`src/hdl/fifo_queue_with_head_sum_and_mean_defines.svh`:
```
// Assertion macros used by the RTL in fifoq_back.
// Each check is sampled on the rising edge of clk and is off while arst_n is low.
`ifndef FIFO_QUEUE_WITH_HEAD_SUM_AND_MEAN_DEFINES_SVH
`define FIFO_QUEUE_WITH_HEAD_SUM_AND_MEAN_DEFINES_SVH

`ifndef ASSERT_OFF

// The condition holds at every clock edge.
`define FQ_ASSERT_ALWAYS(lbl, cond, msg) \
	lbl: assert property (@(posedge clk) disable iff (!arst_n) (cond)) else $error(msg);

// The consequent holds in the cycle after the antecedent.
`define FQ_ASSERT_NEXT(lbl, ante, cons, msg) \
	lbl: assert property (@(posedge clk) disable iff (!arst_n) (ante) |=> (cons)) else $error(msg);

`else

`define FQ_ASSERT_ALWAYS(lbl, cond, msg)
`define FQ_ASSERT_NEXT(lbl, ante, cons, msg)

`endif

`endif

```
`src/hdl/fifoq_pkg.sv`:
```
package fifoq_pkg;

	// Queue geometry; DEPTH must be a power of two so that pointers wrap naturally
	localparam int DEPTH      = 16;
	localparam int DATA_WIDTH = 32;
	localparam int PTR_W      = $clog2(DEPTH);
	localparam int CNT_W      = $clog2(DEPTH + 1);

	// Result widths
	localparam int SUM_W     = 36;
	localparam int MEAN_W    = 48;
	localparam int FRAC_BITS = 16;
	localparam int DIVD_W    = SUM_W + FRAC_BITS;

	typedef enum logic [1:0] {
		OP_PUSH = 2'd0,
		OP_POP  = 2'd1,
		OP_SUM  = 2'd2,
		OP_MEAN = 2'd3
	} op_t;

	typedef enum logic [1:0] {
		STAT_OK    = 2'd0,
		STAT_EMPTY = 2'd1,
		STAT_FULL  = 2'd2
	} status_t;

	// Command handed from the front end to the execution unit
	typedef struct packed {
		op_t                   op;
		logic [DATA_WIDTH-1:0] value;
		logic [CNT_W-1:0]      count;
	} cmd_t;

	// Result of one command
	typedef struct packed {
		status_t               status;
		logic [DATA_WIDTH-1:0] front;
		logic [CNT_W-1:0]      occupancy;
		logic [SUM_W-1:0]      head_sum;
		logic [MEAN_W-1:0]     mean;
	} res_t;

endpackage

```
`src/hdl/fifoq_front.sv`:
```
module fifoq_front import fifoq_pkg::*; (
	input  logic        clk,
	input  logic        arst_n,
	input  logic        s_tvalid,
	output logic        s_tready,
	input  logic [39:0] s_tdata,   // item_value [31:0], head_count [36:32], zero pad
	input  logic [1:0]  s_tuser,   // op [1:0]
	output logic        cmd_valid,
	output cmd_t        cmd,
	input  logic        cmd_pop
);

	localparam int CQ_DEPTH = 2;
	localparam int CQ_PTR_W = $clog2(CQ_DEPTH);
	localparam int CQ_CNT_W = $clog2(CQ_DEPTH + 1);

	cmd_t                cq_q [CQ_DEPTH];
	logic [CQ_PTR_W-1:0] wr_ptr_q;
	logic [CQ_PTR_W-1:0] rd_ptr_q;
	logic [CQ_CNT_W-1:0] fill_q;
	logic                push;
	cmd_t                decoded;

	assign s_tready  = (fill_q != CQ_CNT_W'(CQ_DEPTH));
	assign cmd_valid = (fill_q != '0);
	assign push      = s_tvalid && s_tready;
	assign cmd       = cq_q[rd_ptr_q];

	// Classify the transaction into a command
	always_comb begin
		decoded.op    = op_t'(s_tuser);
		decoded.value = s_tdata[DATA_WIDTH-1:0];
		decoded.count = s_tdata[DATA_WIDTH +: CNT_W];
	end

	always_ff @(posedge clk) begin
		if (push) begin
			cq_q[wr_ptr_q] <= decoded;
		end
	end

	always_ff @(posedge clk or negedge arst_n) begin
		if (!arst_n) begin
			wr_ptr_q <= '0;
			rd_ptr_q <= '0;
			fill_q   <= '0;
		end else begin
			if (push) begin
				wr_ptr_q <= wr_ptr_q + 1'b1;
			end
			if (cmd_pop) begin
				rd_ptr_q <= rd_ptr_q + 1'b1;
			end
			case ({push, cmd_pop})
				2'b10:   fill_q <= fill_q + 1'b1;
				2'b01:   fill_q <= fill_q - 1'b1;
				default: fill_q <= fill_q;
			endcase
		end
	end

endmodule

```
`src/hdl/fifoq_div.sv`:
```
module fifoq_div import fifoq_pkg::*; (
	input  logic              clk,
	input  logic              arst_n,
	input  logic              start,
	input  logic [DIVD_W-1:0] dividend,
	input  logic [CNT_W-1:0]  divisor,
	output logic              done,
	output logic [DIVD_W-1:0] quotient
);

	// Restoring division, several quotient bits per cycle
	localparam int STEPS  = 4;
	localparam int ITERS  = DIVD_W / STEPS;
	localparam int ITER_W = $clog2(ITERS + 1);

	logic [DIVD_W-1:0] quo_q;
	logic [CNT_W-1:0]  rem_q;
	logic [CNT_W-1:0]  div_q;
	logic [ITER_W-1:0] iter_q;
	logic              busy_q;
	logic              done_q;
	logic [DIVD_W-1:0] quo_nx;
	logic [CNT_W-1:0]  rem_nx;

	always_comb begin
		logic [CNT_W:0] trial;
		quo_nx = quo_q;
		rem_nx = rem_q;
		for (int i = 0; i < STEPS; i++) begin
			trial = {rem_nx, quo_nx[DIVD_W-1]};
			if (trial >= {1'b0, div_q}) begin
				rem_nx = CNT_W'(trial - {1'b0, div_q});
				quo_nx = {quo_nx[DIVD_W-2:0], 1'b1};
			end else begin
				rem_nx = trial[CNT_W-1:0];
				quo_nx = {quo_nx[DIVD_W-2:0], 1'b0};
			end
		end
	end

	always_ff @(posedge clk) begin
		if (start) begin
			quo_q <= dividend;
			rem_q <= '0;
			div_q <= divisor;
		end else if (busy_q) begin
			quo_q <= quo_nx;
			rem_q <= rem_nx;
		end
	end

	always_ff @(posedge clk or negedge arst_n) begin
		if (!arst_n) begin
			busy_q <= 1'b0;
			done_q <= 1'b0;
			iter_q <= '0;
		end else begin
			done_q <= !start && busy_q && (iter_q == ITER_W'(1));
			if (start) begin
				busy_q <= 1'b1;
				iter_q <= ITER_W'(ITERS);
			end else if (busy_q) begin
				iter_q <= iter_q - 1'b1;
				if (iter_q == ITER_W'(1)) begin
					busy_q <= 1'b0;
				end
			end
		end
	end

	assign done     = done_q;
	assign quotient = quo_q;

endmodule

```
`src/hdl/fifoq_back.sv`:
```
`include "fifo_queue_with_head_sum_and_mean_defines.svh"

module fifoq_back import fifoq_pkg::*; (
	input  logic clk,
	input  logic arst_n,
	input  logic cmd_valid,
	input  cmd_t cmd,
	output logic cmd_pop,
	output logic res_valid,
	output res_t res,
	input  logic res_ready
);

	typedef enum logic [2:0] {
		S_IDLE,
		S_PUSH,
		S_POP,
		S_SUM,
		S_DIV_START,
		S_DIV_WAIT,
		S_FRONT,
		S_RESULT
	} state_t;

	state_t                state_q;
	cmd_t                  cmd_q;
	logic [PTR_W-1:0]      head_q;
	logic [PTR_W-1:0]      tail_q;
	logic [CNT_W-1:0]      count_q;
	logic [SUM_W-1:0]      total_q;
	logic [PTR_W-1:0]      walk_ptr_q;
	logic [CNT_W-1:0]      left_q;
	logic                  rd_vld_q;
	logic [SUM_W-1:0]      acc_q;
	logic [MEAN_W-1:0]     mean_q;
	status_t               status_q;
	logic                  res_valid_q;
	res_t                  res_q;

	logic [DATA_WIDTH-1:0] mem [DEPTH];
	logic [DATA_WIDTH-1:0] rd_data_q;
	logic [PTR_W-1:0]      rd_addr;
	logic                  mem_we;
	logic [SUM_W-1:0]      rd_ext;
	logic [SUM_W-1:0]      val_ext;
	logic [SUM_W-1:0]      total_mag;
	logic                  div_start;
	logic                  div_done;
	logic [DIVD_W-1:0]     div_quo;
	logic [MEAN_W-1:0]     quo_trunc;
	logic [CNT_W-1:0]      sum_len;

	assign cmd_pop   = (state_q == S_IDLE) && cmd_valid;
	assign mem_we    = (state_q == S_PUSH) && (count_q != CNT_W'(DEPTH));
	assign rd_addr   = ((state_q == S_SUM) && (left_q != '0)) ? walk_ptr_q : head_q;
	assign rd_ext    = {{(SUM_W-DATA_WIDTH){rd_data_q[DATA_WIDTH-1]}}, rd_data_q};
	assign val_ext   = {{(SUM_W-DATA_WIDTH){cmd_q.value[DATA_WIDTH-1]}}, cmd_q.value};
	assign total_mag = total_q[SUM_W-1] ? (~total_q + 1'b1) : total_q;
	assign div_start = (state_q == S_DIV_START);
	assign quo_trunc = div_quo[MEAN_W-1:0];
	assign sum_len   = (cmd.count < count_q) ? cmd.count : count_q;

	// Entry store: one write port at the tail, one registered read port
	always_ff @(posedge clk) begin
		if (mem_we) begin
			mem[tail_q] <= cmd_q.value;
		end
		rd_data_q <= mem[rd_addr];
	end

	fifoq_div u_div (
		.clk      (clk),
		.arst_n   (arst_n),
		.start    (div_start),
		.dividend ({total_mag, {FRAC_BITS{1'b0}}}),
		.divisor  (count_q),
		.done     (div_done),
		.quotient (div_quo)
	);

	always_ff @(posedge clk or negedge arst_n) begin
		if (!arst_n) begin
			state_q     <= S_IDLE;
			head_q      <= '0;
			tail_q      <= '0;
			count_q     <= '0;
			total_q     <= '0;
			left_q      <= '0;
			rd_vld_q    <= 1'b0;
			res_valid_q <= 1'b0;
			cmd_q       <= '0;
			walk_ptr_q  <= '0;
			acc_q       <= '0;
			mean_q      <= '0;
			status_q    <= STAT_OK;
			res_q       <= '0;
		end else begin
			if (res_ready && (state_q != S_RESULT)) begin
				res_valid_q <= 1'b0;
			end
			case (state_q)
				S_IDLE: begin
					if (cmd_valid) begin
						cmd_q      <= cmd;
						status_q   <= ((cmd.op == OP_MEAN) && (count_q == '0)) ?
							STAT_EMPTY : STAT_OK;
						acc_q      <= '0;
						mean_q     <= '0;
						walk_ptr_q <= head_q;
						left_q     <= sum_len;
						rd_vld_q   <= 1'b0;
						case (cmd.op)
							OP_PUSH: state_q <= S_PUSH;
							OP_POP:  state_q <= S_POP;
							OP_SUM:  state_q <= S_SUM;
							OP_MEAN: state_q <= (count_q == '0) ? S_FRONT : S_DIV_START;
							default: state_q <= S_FRONT;
						endcase
					end
				end
				S_PUSH: begin
					if (count_q == CNT_W'(DEPTH)) begin
						status_q <= STAT_FULL;
					end else begin
						tail_q  <= tail_q + 1'b1;
						count_q <= count_q + 1'b1;
						total_q <= total_q + val_ext;
					end
					state_q <= S_FRONT;
				end
				S_POP: begin
					// rd_data_q holds the head entry, read while idle
					if (count_q == '0) begin
						status_q <= STAT_EMPTY;
					end else begin
						total_q <= total_q - rd_ext;
						head_q  <= head_q + 1'b1;
						count_q <= count_q - 1'b1;
					end
					state_q <= S_FRONT;
				end
				S_SUM: begin
					rd_vld_q <= (left_q != '0);
					if (left_q != '0) begin
						walk_ptr_q <= walk_ptr_q + 1'b1;
						left_q     <= left_q - 1'b1;
					end
					if (rd_vld_q) begin
						acc_q <= acc_q + rd_ext;
					end
					if ((left_q == '0) && !rd_vld_q) begin
						state_q <= S_FRONT;
					end
				end
				S_DIV_START: begin
					state_q <= S_DIV_WAIT;
				end
				S_DIV_WAIT: begin
					if (div_done) begin
						mean_q  <= total_q[SUM_W-1] ? (~quo_trunc + 1'b1) : quo_trunc;
						state_q <= S_FRONT;
					end
				end
				S_FRONT: begin
					state_q <= S_RESULT;
				end
				S_RESULT: begin
					if (!res_valid_q || res_ready) begin
						res_valid_q     <= 1'b1;
						res_q.status    <= status_q;
						res_q.front     <= (count_q != '0) ? rd_data_q : '0;
						res_q.occupancy <= count_q;
						res_q.head_sum  <= acc_q;
						res_q.mean      <= mean_q;
						state_q         <= S_IDLE;
					end
				end
				default: state_q <= S_IDLE;
			endcase
		end
	end

	assign res_valid = res_valid_q;
	assign res       = res_q;

	`FQ_ASSERT_ALWAYS(a_count_bound, count_q <= CNT_W'(DEPTH), "occupancy above depth")
	`FQ_ASSERT_ALWAYS(a_ptr_track, tail_q == PTR_W'(head_q + count_q[PTR_W-1:0]), "pointers out of step with occupancy")
	`FQ_ASSERT_ALWAYS(a_empty_total, (count_q != '0) || (total_q == '0), "running total non-zero on empty queue")
	`FQ_ASSERT_ALWAYS(a_div_done_wait, !div_done || (state_q == S_DIV_WAIT), "divider finished outside its wait")
	`FQ_ASSERT_NEXT(a_take_cmd, cmd_pop, state_q != S_IDLE, "command taken but control stayed idle")

endmodule

```
`src/hdl/fifo_queue_with_head_sum_and_mean.sv`:
```
// Channel   Dir  Bits  Contents (lowest bit up)
// s_        in   40    tdata: item_value[31:0], head_count[36:32]; tuser: op[1:0]
// m_        out  128   tdata: front_value[31:0], occupancy[36:32], head_sum[72:37],
//                      mean_fixed[120:73]; tuser: status[1:0]
//
// Sequence: push and pop pass through S_PUSH or S_POP, S_FRONT and S_RESULT; a
// head sum of k entries reads one entry per cycle from the single read port, and
// a mean waits on the divider, which retires four quotient bits per cycle.
// Reset: arst_n clears the queue pointers, occupancy and running total; the entry
// store needs no clearing since only occupied entries are read.
// Stalls: a two-deep command queue lets the input side run ahead of execution;
// the output register holds a finished result while the next command starts.
module fifo_queue_with_head_sum_and_mean import fifoq_pkg::*; (
	input  logic         clk,
	input  logic         arst_n,
	input  logic         s_tvalid,
	output logic         s_tready,
	input  logic [39:0]  s_tdata,   // item_value [31:0], head_count [36:32], zero pad
	input  logic [1:0]   s_tuser,   // op [1:0]
	output logic         m_tvalid,
	input  logic         m_tready,
	output logic [127:0] m_tdata,   // front_value [31:0], occupancy [36:32],
	                                // head_sum [72:37], mean_fixed [120:73], zero pad
	output logic [1:0]   m_tuser    // status [1:0]
);

	localparam int M_PAD = 128 - (DATA_WIDTH + CNT_W + SUM_W + MEAN_W);

	logic cmd_valid;
	cmd_t cmd;
	logic cmd_pop;
	res_t res;

	// Front end: take each transaction and queue it as a decoded command
	fifoq_front u_front (
		.clk       (clk),
		.arst_n    (arst_n),
		.s_tvalid  (s_tvalid),
		.s_tready  (s_tready),
		.s_tdata   (s_tdata),
		.s_tuser   (s_tuser),
		.cmd_valid (cmd_valid),
		.cmd       (cmd),
		.cmd_pop   (cmd_pop)
	);

	// Back end: hold the queue state, execute one command at a time
	fifoq_back u_back (
		.clk       (clk),
		.arst_n    (arst_n),
		.cmd_valid (cmd_valid),
		.cmd       (cmd),
		.cmd_pop   (cmd_pop),
		.res_valid (m_tvalid),
		.res       (res),
		.res_ready (m_tready)
	);

	// Pack the registered result onto the master side
	assign m_tdata = {{M_PAD{1'b0}}, res.mean, res.head_sum, res.occupancy, res.front};
	assign m_tuser = res.status;

endmodule
```
`config.mk`:
```
export PLATFORM = sky130hd
export DESIGN_NAME = fifo_queue_with_head_sum_and_mean
export DESIGN_NICKNAME = d
export VERILOG_FILES = /design/src/hdl/fifoq_pkg.sv /design/src/hdl/fifoq_front.sv /design/src/hdl/fifoq_div.sv /design/src/hdl/fifoq_back.sv /design/src/hdl/fifo_queue_with_head_sum_and_mean.sv
export VERILOG_INCLUDE_DIRS = /design/src /design/src/hdl
export SDC_FILE = /design/constraint.sdc
export NUM_CORES = 2
export LEC_CHECK = 0
export ABC_CLOCK_PERIOD_IN_PS = 15700
export BUFFER_PORTS_ARGS = -buffer_cell sky130_fd_sc_hd__buf_2
export CAP_MARGIN = 10
export CORE_AREA = 2 2 204 407
export CTS_CLUSTER_DIAMETER = 120
export CTS_CLUSTER_SIZE = 14
export DETAILED_ROUTE_END_ITERATION = 8
export DIE_AREA = 0 0 206 409
export PLACE_DENSITY = 0.72
export SYNTH_ARGS = -nofsm -noshare
export SYNTH_HDL_FRONTEND = slang
export SYNTH_SLANG_ARGS = --single-unit
```
`constraint.sdc`:
```
create_clock -name clk -period 15.7 [get_ports clk]
set_input_delay 0.785 -clock clk [delete_from_list [all_inputs] [get_ports clk]]
set_output_delay 0.785 -clock clk [all_outputs]
set_load 0.1 [all_outputs]
```
# Yosys cells after proc, flatten, opt, wreduce, memory -nomap -nowiden
# Memories as Yosys holds them, arrays and structs flattened. A register that Yosys moved wholly into a read port is not among the register bits.
# Cells that the tools add are included.
dict set report totals {
  reg_bits 376
  ram_bits 590
  in_bits 46
  out_inout_bits 132
  word_cells 184
  memories 2
}
dict set report op_classes {
  addsub 20
  order_cmp 5
  n_eq_ne 27
  muxes 60
  bitwise 4
  reduce_logical 38
}
# name depth width rd rd_ports_with_merged_regs wr line_no
set mem_list {}
lappend mem_list {u_back.mem 16 32 1 1 1 fifoq_back.sv:40} ;# logic [DATA_WIDTH-1:0] mem [DEPTH];
lappend mem_list {u_front.cq_q 2 39 1 0 1 fifoq_front.sv:17} ;# cmd_t cq_q [CQ_DEPTH];
# operator count
set ops {}
lappend ops {{2-to-1 mux 36 bit} 5}
lappend ops {{2-to-1 mux 48 bit} 3}
lappend ops {{case mux 36 bit (2 select lines)} 2}
lappend ops {{2-to-1 mux 52 bit} 2}
lappend ops {{case mux 48 bit (2 select lines)} 1}
lappend ops {{adder 36 bit} 2}
lappend ops {{adder 48 x 1 -> 48 bit, second input constant} 1}
lappend ops {{NOT 48 bit} 1}
lappend ops {{2-to-1 mux 5 bit} 9}
lappend ops {{adder 36 x 1 -> 36 bit, second input constant} 1}
lappend ops {{NOT 36 bit} 1}
lappend ops {{subtractor 36 bit} 1}
lappend ops {{2-to-1 mux 32 bit} 1}
lappend ops {{greater-or-equal comparator 6 x 5 -> 1 bit} 4}
lappend ops {{case mux 3 bit (7 select lines)} 1}
lappend ops {{2-to-1 mux 4 bit} 5}
lappend ops {{case mux 5 bit (2 select lines)} 2}
lappend ops {{subtractor 5 bit} 4}
lappend ops {{2-to-1 mux 1 bit} 16}
lappend ops {{!= test 2 bit, second input constant} 7}
lappend ops {{adder 4 x 1 -> 4 bit, second input constant} 3}
lappend ops {{== test 3 bit, second input constant} 4}
lappend ops {{2-to-1 mux 3 bit} 4}
lappend ops {{case mux 3 bit (4 select lines)} 1}
lappend ops {{35 further kinds} 73}

# Logic depth before layout (Yosys ltp)
dict set report logic_depth {
  depth_word 10
  ltp_mapped 33
}

# Modules after synthesis
# A second synthesis with hierarchy kept.
dict set report hier_totals {
  cells_unflattened 3420
  area_unflattened_um2 44930.6
}
# mod instances cells_each area_each_um2 seq_area_each_um2
set modules_own_cells {}
lappend modules_own_cells {fifoq_back 1 2990 38030.2 23622.7}
lappend modules_own_cells {fifoq_div 1 285 3823.7 1961.9}
lappend modules_own_cells {fifoq_front 1 137 3020.4 2442.3}
lappend modules_own_cells {fifo_queue_with_head_sum_and_mean 1 8 56.3 0.0}

# Worst setup path before layout
# Ideal clock, no wire load.
dict set report synth_timing {
  kind {register to register}
  start {register u_back.u_div.div_q[1]}
  end {register u_back.u_div.rem_q[0]}
  t_arrival_ps 6353
  setup_slack_ps 9219
  path_stages_with_launch 30
  synth_period_minus_slack_ps 6481
  path_cell_list {edfxtp_1 > inv_1 > fa_1 > a21o_1 > a211o_1 > a211o_1 > mux2_2 > ha_1 > nor2b_1 > o21ai_0 > a31oi_1 > nor3_1 > mux2i_1 > ha_1 > nor2b_1 > o21ai_0 > nand3b_1 > a21oi_1 > o211ai_1 > nor2_1 > a21oi_1 > fa_1 > a21o_1 > a21oi_1 > nand2_1 > a21oi_1 > nand2_1 > mux2i_1 > mux2i_1 > nor2_1}
}
dict set report synth_between {
  elab_chain_cells 8
  word_cells_on_any_way 11
  classes_between {3 x add/sub; 4 x order compare; 4 x mux}
}
# element line_no
set synth_rtl {}
lappend synth_rtl {{start, declared} fifoq_div.sv:18} ;# logic [CNT_W-1:0] div_q;
lappend synth_rtl {{start signal, assigned} fifoq_div.sv:45} ;# div_q <= divisor;
lappend synth_rtl {{subtractor 5 bit or greater-or-equal comparator 6 x 5 -> 1 bit (tied branches)} {fifoq_div.sv:32, fifoq_div.sv:31}}
lappend synth_rtl {{2-to-1 mux 5 bit} fifoq_div.sv:31} ;# if (trial >= {1'b0, div_q}) begin
lappend synth_rtl {{subtractor 5 bit or greater-or-equal comparator 6 x 5 -> 1 bit (tied branches)} {fifoq_div.sv:32, fifoq_div.sv:31}}
lappend synth_rtl {{2-to-1 mux 5 bit} fifoq_div.sv:31}
lappend synth_rtl {{subtractor 5 bit or greater-or-equal comparator 6 x 5 -> 1 bit (tied branches)} {fifoq_div.sv:32, fifoq_div.sv:31}}
lappend synth_rtl {{2-to-1 mux 5 bit} fifoq_div.sv:31}
lappend synth_rtl {{greater-or-equal comparator 6 x 5 -> 1 bit (*)} fifoq_div.sv:31}
lappend synth_rtl {{2-to-1 mux 5 bit (*)} fifoq_div.sv:31}
lappend synth_rtl {{end signal, assigned} fifoq_div.sv:48} ;# rem_q <= rem_nx;
lappend synth_rtl {{end, declared} fifoq_div.sv:17} ;# logic [CNT_W-1:0] rem_q;
# Every way passes the cells marked *; elsewhere a longest branch is shown, timed or not.
# A chain may end at the register's enable or synchronous reset.

# Worst setup path in the final report
dict set report layout_timing {
  start {register u_back.u_div.quo_q[51], in the netlist u_back.u_div.quotient[51]}
  end {register u_back.u_div.rem_q[0]}
}
dict set report layout_between {
  elab_chain_cells 8
  word_cells_on_any_way 11
  classes_between {3 x add/sub; 4 x order compare; 4 x mux}
}
# element line_no
set layout_rtl {}
lappend layout_rtl {{start, declared} fifoq_div.sv:16} ;# logic [DIVD_W-1:0] quo_q;
lappend layout_rtl {{start signal, assigned} fifoq_div.sv:43} ;# quo_q <= dividend;
lappend layout_rtl {{start signal, assigned} fifoq_div.sv:47} ;# quo_q <= quo_nx;
lappend layout_rtl {{subtractor 5 bit or greater-or-equal comparator 6 x 5 -> 1 bit (tied branches)} {fifoq_div.sv:32, fifoq_div.sv:31}}
lappend layout_rtl {{2-to-1 mux 5 bit (*)} fifoq_div.sv:31}
lappend layout_rtl {{subtractor 5 bit or greater-or-equal comparator 6 x 5 -> 1 bit (tied branches)} {fifoq_div.sv:32, fifoq_div.sv:31}}
lappend layout_rtl {{2-to-1 mux 5 bit (*)} fifoq_div.sv:31}
lappend layout_rtl {{subtractor 5 bit or greater-or-equal comparator 6 x 5 -> 1 bit (tied branches)} {fifoq_div.sv:32, fifoq_div.sv:31}}
lappend layout_rtl {{2-to-1 mux 5 bit (*)} fifoq_div.sv:31}
lappend layout_rtl {{greater-or-equal comparator 6 x 5 -> 1 bit (*)} fifoq_div.sv:31}
lappend layout_rtl {{2-to-1 mux 5 bit (*)} fifoq_div.sv:31}
# Marked as above.

==> out/metrics.csv <==
metric;value;unit
status;completed;
crit_top_cell;a21oi_1;
required;16220;ps
start_util;54.6;%
hpwl;68600;um
synthAdderAreaFrac;3.43;%
reg2reg_from;u_back.u_div.quotient[51];
cts_buffers;81;
core_area;81100;um^2
muxShareOfSynthArea;8.38;%
yosys.area.top_type;edfxtp_1;
rsz0062_at_grt;false;
worstSetupPathType;reg -> reg;
ys_warn_count;0;
synth_area_per_cell;13.0;um^2
crit_start;u_back.u_div.quotient[51];
cts_resized;0;
synth_seq_cells;998;
gr-total-overflow;0;
tritoncts;built;
max_freq;130;MHz
yosys.area.top_type_share;42.8;%
period_share;48.9;%
wirelength;105000;um
synthSimpleGateAreaFrac;10.2;%
cts.path.max_buffers;3;
port_buffers;167;
dr.pass1.iters;5;
viasPerCell;5.92;
cts.sinks;998;
tightest_slew;1050;ps
synth_top_family_by_area;simple AND/OR/NAND/NOR gates;
maxCapViolCount;0;
critical_path.top_delay_family;compound AO/OA/AOI/OAI gates;
netlist_top_cells_area;edfxtp_1 (43%), dfrtp_1 (18%), mux4_2 (6.5%);
antenna_found_initial;0;
grt_pass1_vias;27500;
synth_ff_type;edfxtp_1;
insertion_delay;690;ps
nNetsFinal;3704;
postCtsSetupBuffers;0;
netlist_area;44300;um^2
die-area;84300;um^2
synth_cells;3402;
synth-xor-area-share;3.86;%
gp_congestion;1.00;
synthDistinctLibCells;83;
row_count;148;
vias;27600;
period_minus_slack;7680;ps
start_kind;register;
grt_max_degree;96;
diodes;0;
synth_edf_count;631;
slowest_stage;fa_1;
hold_path_class;in -> async;
ant_nets;0;
seq_area_frac_synth;62.9;%
areaGrowthSynthToFinish;10.1;%
path_buf_inv;2;
wl_per_cell;22.6;um
worst_clock_skew;33.2;ps
layout-drive-gt1-share;14.1;%
grtUsageTotal;25.3;%
maxSlewHeadroom;28.8;%
final_max_slew_viol_count;0;
finalSetupViolations;0;
io-pin-count;178;
hold_viol_final;0;
die_w;206;um
tns;0;ps
fp.dieH;409;um
drc_errors;0;
clk_pin_slew_worst_paths;80;ps
cp-end-kind;register;
synth-async-reset-ratio;31.5;%
synth_compound_area_share;9.13;%
cts_hold_buf;0;
grt_pass1_wl;160000;um
worst_path_largest_cell_delay;490;ps
arrival;8200;ps
cts_max_level;3;
cp_max_fo;8;
clock_tree.root_cell;clkbuf_16;
drt_iter0_drc;2134;
==> metal layers <==
layer / wire, um / share of wire, % / vias up / global-route usage (%)
met5: 0 / 0 / - / 0
li1: - / - / 12800 / -
met2: 55300 / 53 / 894 / 45.6
met1: 37700 / 36 / 13600 / 28.2
met4: 6780 / 6.5 / 0 / 14.9
met3: 5390 / 5.1 / 267 / 3.37
==> worst reg2reg max path: cells and delay by family, from the launching register on <==
| kind | cells | cell delay [ps] |
|---|---|---|
| AO/OA/AOI/OAI | 12 | 2820 |
| multiplexers | 4 | 1010 |
| AND/OR/NAND/NOR | 8 | 1380 |
| flip-flops | 1 | 450 |
| buffers and inverters | 2 | 150 |
| adder cells (fa/ha/maj) | 5 | 1700 |
==> logic make-up (layout without fill, tap and decap cells) <==
family	count (synthesis)	after routing
other cells	1	7
compound gates	649	649
xor+xnor	195	195
buf+inv	232	428
mux	209	209
fa+ha+maj	117	117
simple gates	1001	1001
flops	998	998
==> final cells by class <==
cell class | count | area (um^2)
Multi-Input combinational cell | 2178 | 15600
Clock buffer | 139 | 2270
Fill cell | 6374 | 32400
Timing Repair Buffer | 223 | 1280
Inverter | 59 | 221
Clock inverter | 7 | 126
Tap cell | 1050 | 1310
Sequential cell | 998 | 27900
==> cells in the mapped netlist, types with 9 or more instances <==
master      n
edfxtp_1  631
nand2_1   552
dfrtp_1   314
o21ai_0   247
clkbuf_1  137
mux4_2    128
nor2_1    122
a21oi_1   119
xor2_1    119
ha_1      110
nand3_1   103
xnor2_1    76
mux2i_1    68
inv_1      58
and2_1     56
dfxtp_1    53
a31oi_1    44
a211oi_1   42
a22o_1     37
a21o_1     35
o31ai_1    31
nor3_1     25
buf_1      21
nand2b_1   18
or3_1      16
nor4_1     15
or4_1      15
o21bai_1   14
mux2_2     13
o41ai_1    13
nor2b_1    12
and3_1     11
nand4_1     9
==> cell usage in the layout (no fill, tap or decap), types with 82 or more instances in the layout <==
cell type  synthesis  final
edfxtp_1         631    631
nand2_1          552    551
dfrtp_1          314    311
o21ai_0          247    247
buf_2              8    166
mux4_2           128    128
a21oi_1          119    119
xor2_1           119    119
nor2_1           122    118
ha_1             110    110
nand3_1          103    102
clkbuf_16          0     82
==> registers in the layout, summed over array words and instances (netlist names), 2 cells and up <==
register	cells
u_back.tail_q	4
u_back.u_div.quotient	52
u_back.rd_data_q	32
u_back.res	123
u_back.state_q	3
u_front.fill_q	2
u_back.head_q	4
u_back.mem	512
u_back.u_div.iter_q	4
u_back.mean_q	48
u_back.left_q	5
u_front.cq_q	78
u_back.u_div.div_q	5
u_back.u_div.rem_q	5
u_back.total_q	36
u_back.status_q	2
u_back.walk_ptr_q	4
u_back.count_q	5
u_back.cmd_q	32
u_back.acc_q	36
==> path summary, 6_finish.rpt <==
path | to | slack [ps] | cells after the start
min in group clk | u_front.cq_q[1][19] | 300 | 1
hold reg to reg | u_back.res[45] | 470 | 2
max in group asynchronous | u_back.res[1] | 13480 | 3
setup reg to reg | u_back.u_div.rem_q[0] | 8020 | 31
hold / removal | u_back.res[55] | 60 | 1
setup / recovery | u_back.u_div.rem_q[0] | 8020 | 31
==> metrics by stage <==
step                      hold slack, ps  setup WS (ps)  cell area [um^2]  utilization (%)  cells
after CTS                           69.3           7980             48700             60.1   4654
after floorplan                      435           9220             44300                -   3408
after global placement               447           8150             46300             57.1   4508
after detailed placement             452           8060             46300             57.1   4508
after global routing                96.6           7410             48700             60.1   4654
final                               57.5           8020             48700             60.1   4654
Power is left out: the tool's default activity adds up to more than one toggle a clock period on the data nets, which glitch-free logic cannot reach.
